### src/design/bpbb_pkg.sv
// Shared types and constants for the Bezier path bounding box block.
// Used by the divider, the multiplier wrapper and the top level.
package bpbb_pkg;

	typedef logic [2:0] opcode_t;

	localparam opcode_t OP_CLEAR = 3'd0;
	localparam opcode_t OP_MOVE  = 3'd1;
	localparam opcode_t OP_LINE  = 3'd2;
	localparam opcode_t OP_QUAD  = 3'd3;
	localparam opcode_t OP_CUBIC = 3'd4;
	localparam opcode_t OP_CLOSE = 3'd5;

	// |a-2b+c| of 32-bit coordinates stays below 2^33
	localparam int DIV_W = 34;
	localparam int MUL_W = 33;

	typedef struct packed {
		logic             start;
		logic [DIV_W-1:0] num;
		logic [DIV_W-1:0] den;
	} div_req_t;

endpackage

### src/design/bpbb_mul.sv
// Shared signed multiplier with a registered product.
// Depends on bpbb_pkg for the operand width.
module bpbb_mul import bpbb_pkg::*; (
	input  logic                      clk,
	input  logic signed [MUL_W-1:0]   a,
	input  logic signed [MUL_W-1:0]   b,
	output logic signed [2*MUL_W-1:0] prod_q
);

	always_ff @(posedge clk) begin
		prod_q <= a * b;
	end

endmodule

### config.mk
export PLATFORM = sky130hd
export DESIGN_NAME = bpbb_mul
export DESIGN_NICKNAME = d
export VERILOG_FILES = /design/src/design/bpbb_pkg.sv /design/src/design/bpbb_mul.sv
export SDC_FILE = /design/constraint.sdc
export NUM_CORES = 2
export LEC_CHECK = 0
export BUFFER_PORTS_ARGS = -buffer_cell sky130_fd_sc_hd__buf_4
export CAP_MARGIN = 10
export CORE_AREA = 2 2 372 374
export CTS_BUF_LIST = sky130_fd_sc_hd__clkbuf_4 sky130_fd_sc_hd__clkbuf_8 sky130_fd_sc_hd__clkbuf_16
export CTS_CLUSTER_DIAMETER = 40
export DETAILED_ROUTE_END_ITERATION = 12
export DIE_AREA = 0 0 374 376
export SYNTH_ARGS = -nofsm -noshare
export SYNTH_HDL_FRONTEND = slang
export SYNTH_SLANG_ARGS = --single-unit
### constraint.sdc
create_clock -name clk -period 11.9 [get_ports clk]
set_clock_uncertainty 0.05 [all_clocks]
set_input_delay 1.785 -clock clk [delete_from_list [all_inputs] [get_ports clk]]
set_output_delay 1.785 -clock clk [all_outputs]
set_load 0.03 [all_outputs]
# Word level (Yosys, flattened, before mapping)
# Index checks and enable logic that the tools add are counted.
# totals
ff_bits	66
in_bits	67
out_inout_bits	66
wordCells	2
# classes
mul	1
# op_table
op	n
$mul 33x33->66	1

# Logic depth before layout (Yosys ltp)
# logic_depth
ltp_word	1
depth_mapped	27
ltp_nobuf	26

# Least setup slack after synthesis
# Ideal clock, no wire load.
# synth_path
path_kind	input port to flip-flop
from	input port a[32]
to	register prod_q[62]
arrival_time_ps	8942
setup_slack_ps	2829
stages	23
path_cell_list	clkbuf_1 nand2_1 inv_1 fa_1 fa_1 fa_1 fa_1 fa_1 fa_1 fa_1 inv_1 fa_1 inv_1 ha_1 clkbuf_1 and3_1 nand3_1 nand2b_1 a2111oi_4 a211oi_4 a21o_2 a21o_1 a211oi_2
# synth_via
elab_chain_cells	1
# synth_lines
item	line_no	rtl
from (decl)	bpbb_mul.sv:5	input logic signed [MUL_W-1:0] a,
$mul 33x33->66	bpbb_mul.sv:11	prod_q <= a * b;
to (signal assigned)	bpbb_mul.sv:11	
to (decl)	bpbb_mul.sv:7	output logic signed [2*MUL_W-1:0] prod_q
# Every way passes these cells.

# Final worst setup path
# layout_path
from	input port a[31]
to	register prod_q[58]
# The elaborated chain is that of the path after synthesis.

==> results.json <==
{
  "outcome": "complete, no violations",
  "reg.largest.list": "prod_q: 66 flops",
  "clk_pin_slew_worst_paths_ns": 0.05,
  "setup_viol": 0,
  "ys_types": 80,
  "boundaryPins": 133,
  "detail_route.drc_violations": 0,
  "setup_ws_ns": 2.26,
  "arrival_ns": 9.85,
  "grt_util_met1_pct": 20.6,
  "antenna_found_initial": 5,
  "criticalPathCategory": "in -> reg",
  "grt_pass1_vias": 31900,
  "tns_ns": 0,
  "stdcell_area_um2": 43500,
  "ys_async_sr_fraction_pct": 0,
  "core_area_um2": 137000,
  "ctsHoldBuffers": 0,
  "cp-end-kind": "register",
  "cap_violations": 0,
  "hold_violations": 0,
  "drt-initial-drc-count": 1529,
  "start_util_pct": 29.8,
  "core.rowCount": 136,
  "finalNetCount": 5697,
  "place_hpwl_um": 92000,
  "ant_nets": 0,
  "crit_fanout": 33,
  "syn_avg_cell_area_um2": 9.39,
  "synth-edff-count": 0,
  "layout-drive-gt1-share_pct": 4.52,
  "synthCells": 4338,
  "largest_reg_flops": 66,
  "max_freq_mhz": 104,
  "netlist_area_um2": 40700,
  "critPathRequiredTime_ns": 12.12,
  "numCtsBuffers": 9,
  "cts_max_level": 3,
  "pre_cts_ws_ns": 1.36,
  "grt_use_met3_pct": 3.25,
  "dieArea_um2": 141000,
  "cts_tree": "built",
  "wirelength_um": 110000,
  "synth_seq_cells": 66,
  "globalRoute.busiestLayer": "met2",
  "ctsLongestPathBuffers": 2,
  "finalMaxSlewViolations": 0,
  "port_buffers": 132,
  "grt_pass1_wl_um": 180000,
  "ys.warnings.count": 0,
  "hold_class": "in -> reg",
  "clock-root-buffer": "clkbuf_16",
  "viasPerCell": 4.62,
  "overflow": 0,
  "wl_per_cell_um": 18.1,
  "rsz0062_at_grt": "no",
  "gp_congestion": 1.00,
  "placed_area_um2": 43200,
  "fin_crit_sh_pct": 81.0,
  "ctsResizeCount": 0,
  "ys.flop_type": "dfxtp_1",
  "first_pass_iters": 9,
  "fin_cells": 6070,
  "die_w_um": 374,
  "cts_setup_buffers": 0,
  "use_met2_pct": 28.5,
  "grt_max_degree": 34,
  "layout_min_cycle_time_ns": 9.64,
  "yosysSeqAreaShare_pct": 3.24,
  "syn_to_final_growth_pct": 6.85,
  "dieHeight_um": 376,
  "cts.sinks": 66,
  "critPathLaunchType": "input pin",
  "largest-register": "prod_q",
  "slew_headroom_pct": 24.4,
  "grtUsageTotal_pct": 16.5,
  "tightest_slew_ns": 1.13,
  "vias": 28000,
  "placed_cells": 6050,
  "final_cell_mix": "fa_1 (1,145), inv_1 (1,131), and2_1 (562)",
  "layout_commonest_cell": "fa_1",
  "synthesis.nets": 5767
}
synth_stat cells (12+ instances only):
| cell type | instances | area (µm²) |
|---|---|---|
| fa_1 | 1145 | 22900 |
| inv_1 | 1131 | 4250 |
| and2_1 | 562 | 3520 |
| nand2_1 | 551 | 2070 |
| ha_1 | 217 | 2720 |
| clkbuf_1 | 208 | 781 |
| nor2_1 | 68 | 255 |
| dfxtp_1 | 66 | 1320 |
| a21oi_1 | 57 | 285 |
| xnor2_1 | 43 | 377 |
| a21o_1 | 36 | 270 |
| nand3_1 | 25 | 125 |
| o21ai_0 | 25 | 125 |
| xor2_1 | 25 | 219 |
| nand2b_1 | 12 | 75.1 |
cell type report:
type                    count  area, µm²
multi-input cells        2920      34300
flip-flops and latches     66       1320
well taps                1794       2240
inverters                1131       4250
clock inverters             4       72.6
diodes                      3       7.51
repair buffers            140       1050
clock buffers              12        267
fillers                 14200      93100
critical path, stage by stage:
cell      delay [ns]
buf_4           0.35
nand2_1         0.15
fa_1            0.52
fa_1            0.55
inv_1           0.05
fa_1            0.48
inv_1           0.08
fa_1            0.54
inv_1           0.05
fa_1            0.48
fa_1            0.49
fa_1            0.52
inv_1           0.05
fa_1            0.47
inv_1           0.04
ha_1            0.33
a21oi_1         0.57
o21ai_0         0.55
a22oi_1         0.60
nor2_1          0.15
a211oi_4        0.41
a21oi_2         0.14
nor4b_2         0.32
a311oi_1        0.10
layer usage:
metal | routed length (µm) | up-vias
met5 | 34 | -
met2 | 55200 | 755
met4 | 3480 | 6
met1 | 44400 | 14900
li1 | - | 12200
met3 | 6610 | 160
path summary, 6_finish.rpt:
| path | cells after the start | from | end | slack (ns) |
|---|---|---|---|---|
| worst max-delay path | 24 | a[31] | prod_q[58] | 2.26 |
| worst min-delay path | 2 | b[0] | prod_q[0] | 1.80 |
stage by stage:
step	hold slack, ns	utilization, %
CTS	1.76	31.8
global placement	2.16	31.6
finish	1.80	31.9
global route	1.79	31.9
detailed placement	2.16	31.6
floorplan	1.86	-
cells by family after synthesis:
logic type | Yosys count | share of synthesized area [%]
XOR/XNOR | 68 | 1.46
buffers and inverters | 1352 | 12.5
AND/OR/NAND/NOR | 1271 | 15.8
flip-flops | 66 | 3.24
AO/OA/AOI/OAI | 219 | 4.07
adder cells (fa/ha/maj) | 1362 | 62.9
Power is left out: the tool's default activity adds up to more than one toggle a clock period on the data nets, which glitch-free logic cannot reach.
