<file path="config.mk">
export PLATFORM = sky130hd
export DESIGN_NAME = bpbb_div
export DESIGN_NICKNAME = d
export VERILOG_FILES = /design/src/design/bpbb_pkg.sv /design/src/design/bpbb_div.sv
export SDC_FILE = /design/constraint.sdc
export NUM_CORES = 1
export LEC_CHECK = 0
export ABC_AREA = 1
export BUFFER_PORTS_ARGS = -buffer_cell sky130_fd_sc_hd__buf_2
export CAP_MARGIN = 30
export CELL_PAD_IN_SITES_DETAIL_PLACEMENT = 0
export CELL_PAD_IN_SITES_GLOBAL_PLACEMENT = 1
export CORE_ASPECT_RATIO = 1.25
export CORE_MARGIN = 1
export CORE_UTILIZATION = 39
export DETAILED_ROUTE_END_ITERATION = 12
export PLACE_DENSITY = 0.74
export SETUP_SLACK_MARGIN = 0.05
export SYNTH_ARGS = -nofsm -noshare
export SYNTH_HDL_FRONTEND = slang
export SYNTH_SLANG_ARGS = --single-unit
</file>
<file path="constraint.sdc">
create_clock -name clk -period 2.3 [get_ports clk]
set_input_delay 0.46 -clock clk [delete_from_list [all_inputs] [get_ports clk]]
set_output_delay 0.46 -clock clk [all_outputs]
set_load 0.005 [all_outputs]
</file>
<file path="src/design/bpbb_pkg.sv">
// Shared types and constants for the Bezier path bounding box block.
// Used by the divider, the multiplier wrapper and the top level.
package bpbb_pkg;

	typedef logic [2:0] opcode_t;

	localparam opcode_t OP_CLEAR = 3'd0;
	localparam opcode_t OP_MOVE  = 3'd1;
	localparam opcode_t OP_LINE  = 3'd2;
	localparam opcode_t OP_QUAD  = 3'd3;
	localparam opcode_t OP_CUBIC = 3'd4;
	localparam opcode_t OP_CLOSE = 3'd5;

	// |a-2b+c| of 32-bit coordinates stays below 2^33
	localparam int DIV_W = 34;
	localparam int MUL_W = 33;

	typedef struct packed {
		logic             start;
		logic [DIV_W-1:0] num;
		logic [DIV_W-1:0] den;
	} div_req_t;

endpackage

</file>
<file path="src/design/bpbb_div.sv">
// Restoring divider, one quotient bit per cycle: floor(num * 2^F / den), num <= den.
// Depends on bpbb_pkg for the request struct.
module bpbb_div import bpbb_pkg::*; #(
	parameter int FRAC_BITS = 16
) (
	input  logic               clk,
	input  logic               arst_n,
	input  div_req_t           req,
	output logic               done_q,
	output logic [FRAC_BITS:0] quot_q
);

	localparam int CW = $clog2(FRAC_BITS + 2);

	logic [DIV_W:0]   rem_q;
	logic [DIV_W-1:0] den_q;
	logic [CW-1:0]    cnt_q;
	logic             busy_q;
	logic             ge;

	assign ge = rem_q >= {1'b0, den_q};

	always_ff @(posedge clk or negedge arst_n) begin
		if (!arst_n) begin
			busy_q <= 1'b0;
			done_q <= 1'b0;
			cnt_q  <= '0;
		end else begin
			done_q <= 1'b0;
			if (req.start) begin
				rem_q  <= {1'b0, req.num};
				den_q  <= req.den;
				quot_q <= '0;
				cnt_q  <= CW'(FRAC_BITS + 1);
				busy_q <= 1'b1;
			end else if (busy_q) begin
				if (ge) begin
					rem_q <= (rem_q - {1'b0, den_q}) << 1;
				end else begin
					rem_q <= rem_q << 1;
				end
				quot_q <= {quot_q[FRAC_BITS-1:0], ge};
				cnt_q  <= cnt_q - 1'b1;
				if (cnt_q == CW'(1)) begin
					busy_q <= 1'b0;
					done_q <= 1'b1;
				end
			end
		end
	end

endmodule

</file>
==> Word-level counts from Yosys, hierarchy flattened <==
Cells that the tools add are included.
W data, S select, Z words.
{ "word_totals": {"ff_bits": 93, "in_bits": 71, "output_inout_bits": 18, "wordCells": 26} }
{ "classes": {"addsub": 2, "n_lt_le_gt_ge": 1, "n_eq_ne": 1, "muxes": 12, "n_reduce_logical": 3} }
{ "ops": {"columns": ["operator", "count"], "rows": [
  ["$mux W35", 2],
  ["$ge A35 B34 Y1", 1],
  ["$mux W34", 1],
  ["$sub A34 B34 Y34", 1],
  ["$mux W17", 1],
  ["$mux W5", 2],
  ["$mux W1", 6],
  ["$eq A5 B1 Y1 const B", 1],
  ["$sub A5 B1 Y5 const B", 1],
  ["$reduce_and A2 Y1", 2],
  ["$reduce_bool A2 Y1", 1]
]} }

==> Longest topological paths before layout <==
{ "depth": {"ltp_word": 4, "mapped_depth": 16} }

==> Worst setup path after synthesis <==
No wires, ideal clock.
{ "synth_path": {"path_kind": "input -> register", "start": "in req[68] in the netlist's numbering", "end": "reg rem_q[0] (enable)", "arrival_time_ps": 1975, "required_ps": 1875, "slack_ps": -100, "path_stages": 2, "path_buffers": 0, "cell_sequence": "nor2_1 > nor2_1"} }
{ "synth_between": {"elab_chain_cells": 2} }
{ "synth_rtl": {"columns": ["item", "line", "text"], "rows": [
  ["from (decl)", "bpbb_div.sv:8", "input div_req_t req,"],
  ["$reduce_bool A2 Y1 (no line)", null, null],
  ["$reduce_and A2 Y1 (no line)", null, null],
  ["to (signal assigned)", "bpbb_div.sv:31", "rem_q <= {1'b0, req.num};"],
  ["to (signal assigned)", "bpbb_div.sv:38", "rem_q <= (rem_q - {1'b0, den_q}) << 1;"],
  ["to (signal assigned)", "bpbb_div.sv:40", "rem_q <= rem_q << 1;"],
  ["to (decl)", "bpbb_div.sv:15", "logic [DIV_W:0] rem_q;"]
]} }
Every way passes these cells.
A chain may end at the register's enable or synchronous reset.

==> Worst setup path in the final report <==
{ "layout_path": {"start": "reg rem_q[12]", "end": "reg rem_q[28] (data pin)"} }
{ "layout_between": {"elab_chain_cells": 4, "word_cells_on_any_way": 5, "cone_classes": "1 x add/sub; 1 x order compare; 3 x mux"} }
{ "layout_rtl": {"columns": ["item", "line", "text"], "rows": [
  ["$sub A34 B34 Y34 / $ge A35 B34 Y1 (equally long branches)", "bpbb_div.sv:38, bpbb_div.sv:21", null],
  ["$mux W35 *", "bpbb_div.sv:37", "if (ge) begin"],
  ["$mux W35 *", "bpbb_div.sv:36", "end else if (busy_q) begin"],
  ["$mux W34 *", "bpbb_div.sv:30", "if (req.start) begin"]
]} }
Every way passes the cells marked *; elsewhere a longest branch is shown, timed or not. The select of a mux whose other input is x is not followed.

==> out/metrics.yaml <==
fmax_ghz: 0.453
core_um2: 16200
placedCellCount: 1215
cp.required_ns: 2.42
p_per_area_nw_per_um2: 911
finalNonFillerCells: 1262
drv_cap: 0
clk_latency_ns: 0.36
netlist_area_um2: 6480
place.gp.congestion: 0.895
fin_worst_skew_ns: 0.0162
wirelength_um: 19000
io_pins: 89
design_area_um2: 9180
cts_num_sinks: 93
grt_usage: 0.219
avgSynthCellArea_um2: 7.50
crit_type: "flop to flop"
clkTransAtPathRegs_ns: 0.08
flow.area_growth_from_synthesis_pct: 41.7
setup_viol: 0
regArea_um2: 2760
final.setup.tns_ns: 0
rows: 52
tritoncts: "built"
status: "finished, final reports clean"
startpoint_type: "flop"
ys_ff_latch: 93
fillers: 1550
fin_nets: 1149
yosysUniqueCellTypes: 36
viasPerCell: 4.76
drc: 0
htree_levels: 3
slowest_stage: "edfxtp_1"
drive_gt1_frac: 0.361
crit_path_cell_trace: "ha_4 > nand2_2 > nor2_4 > nand2_2 > nor3_4 > a21oi_2 > buf_6 > nand2_8 > clkbuf_16 > nand2_1 > nand2_1 > o21ai_1"
grt_pass1_vias: 5913
path_max_fanout: 6
die_h_um: 146
power.total_mw: 8.36
ys_seq_area_frac: 0.426
holdWs_ns: 0.180
diodes: 0
overflow: 0
place_area_um2: 7620
critPathMaxStageDelay_ns: 0.45
rsz0062_at_grt: "true"
fin_crit_ns: 2.21
cts_root_buf: "clkbuf_16"
hold_viol: 0
start_util: 0.400
endpoint_kind: "flop"
cp.arrival_ns: 2.33
cts_buffers: 9
dp_hpwl_um: 13500
tightest_slew_ns: 0.467
ys_warn_count: 0
vias: 6007
startpoint: "rem_q[12]"
p_leak_nw: 4.37
clockBufferDepth: 2
period_share: 0.961
ant_nets: 0
r2r-start: "rem_q[12]"
dr.first_iter.drc_count: 223
wl_per_cell_um: 15.0
drt_pass1_iterations: 5
dieArea_um2: 17100
drv_slew: 0
syn-instance-count: 863
antenna_found_initial: 0
io_buffers: 88
hold_class: "input pin to asynchronous set/reset pin"
relSlewSlack: 0.687
die_w_um: 117
multi_input_area_um2: 3990
grt_pass1_wl_um: 28500
ir_worst_vdd_uv: 583
ctsHoldBuffers: 0
grt_start_max_net_pins: 35
synth_fp_nets: 971
[cells in the mapped netlist (all sizes together)]
cell | instances | area [um^2]
inv | 146 | 548
o21ai | 35 | 179
clkbuf | 5 | 18.8
fa | 1 | 20.0
a21oi | 33 | 173
o22ai | 16 | 100
buf | 11 | 83.8
clkinv | 2 | 7.51
nand4 | 5 | 31.3
nand2 | 298 | 1150
nand3 | 52 | 260
nor2 | 85 | 339
dfrtp | 7 | 175
nand3b | 13 | 101
xor2 | 3 | 26.3
edfxtp | 86 | 2580
a21o | 4 | 30.0
o21bai | 4 | 30.0
or2 | 1 | 6.26
nor3 | 5 | 30.0
xnor2 | 14 | 123
ha | 36 | 450
nor4 | 1 | 6.26
[timing repair]
| action | CTS | global route |
|---|---|---|
| buffers inserted | 1 | 24 |
| endpoints found under the setup margin | 35 | 35 |
| gates cloned | 0 | 6 |
| pin swaps | 5 | 68 |
| resized for setup | 44 | 158 |
[logic make-up after synthesis]
| logic type | after synthesis | synth area share |
|---|---|---|
| simple gates | 460 | 0.298 |
| buf+inv | 164 | 0.102 |
| flops | 93 | 0.426 |
| compound gates | 92 | 0.0790 |
| fa+ha+maj | 37 | 0.0726 |
| xor+xnor | 17 | 0.0230 |
[metrics by stage]
stage | worst slack, ns | util
global route | -0.0430 | 0.566
floorplan | 0.158 | -
CTS | 0.0168 | 0.508
global placement | -0.0804 | 0.470
finish | 0.0908 | 0.566
detailed placement | -0.128 | 0.470
[flip-flops by register name (all words and copies together), names as in the netlist]
signal	flops
done_q	1
cnt_q	5
rem_q	35
den_q	34
quot_q	17
busy_q	1
[worst paths after layout]
| path | slack (ns) | end | depth (start not counted) |
|---|---|---|---|
| min in group clk | 0.27 | den_q[32] | 1 |
| max in group asynchronous | 1.88 | cnt_q[4] | 2 |
| setup / recovery | 0.09 | rem_q[28] | 12 |
| hold / removal | 0.18 | cnt_q[2] | 2 |
| hold reg to reg | 0.47 | cnt_q[3] | 1 |
| setup reg to reg | 0.09 | rem_q[28] | 12 |
[per-layer routing]
layer	vias up	global-route usage	wire length, um
met4	0	0.0544	277
met2	91	0.395	9970
met1	2786	0.268	8280
met3	17	0.0315	457
met5	-	0	0
li1	3113	-	-
[power by group]
group / total [mW] / leakage [nW] / switching, mW / internal (mW)
Sequential: 2.43 / 0.922 / 0.208 / 2.22
Clock: 1.56 / 0.152 / 0.773 / 0.783
Combinational: 4.38 / 3.29 / 2.38 / 2.00
Total: 8.36 / 4.37 / 3.36 / 5.00
[placed cells by master, fill, tap and decap left out, drive strengths merged]
cell    netlist  routed
nor2         85      85
o22ai        16      16
a21o          4       4
inv         146     149
dfrtp         7       7
a21oi        33      33
nand3b       13      13
nand2       298     299
nand3        52      52
nor4          1       1
nor3          5       5
ha           36      36
nand4         5       5
or2           1       1
clkinv        2       6
clkbuf        5      13
fa            1       1
xor2          3       3
buf          11     178
o21ai        35      35
xnor2        14      14
edfxtp       86      86
o21bai        4       4
[worst max-delay path, delay by kind of cell, from the launching register on]
family / cells / cell delay, ns
and+or+nand+nor: 7 / 0.72
DFF: 1 / 0.45
adders and majority gates: 1 / 0.34
buffers and inverters: 2 / 0.31
AOI/OAI and AO/OA: 2 / 0.14
[final cells by class]
type / count / share of cell area
repair buffers: 182 / 0.140
multi-input cells: 607 / 0.435
clock inverters: 7 / 0.00968
clock buffers: 9 / 0.0245
well taps: 216 / 0.0294
inverters: 148 / 0.0605
flip-flops and latches: 93 / 0.300
Power figures use the tool's default switching activity.
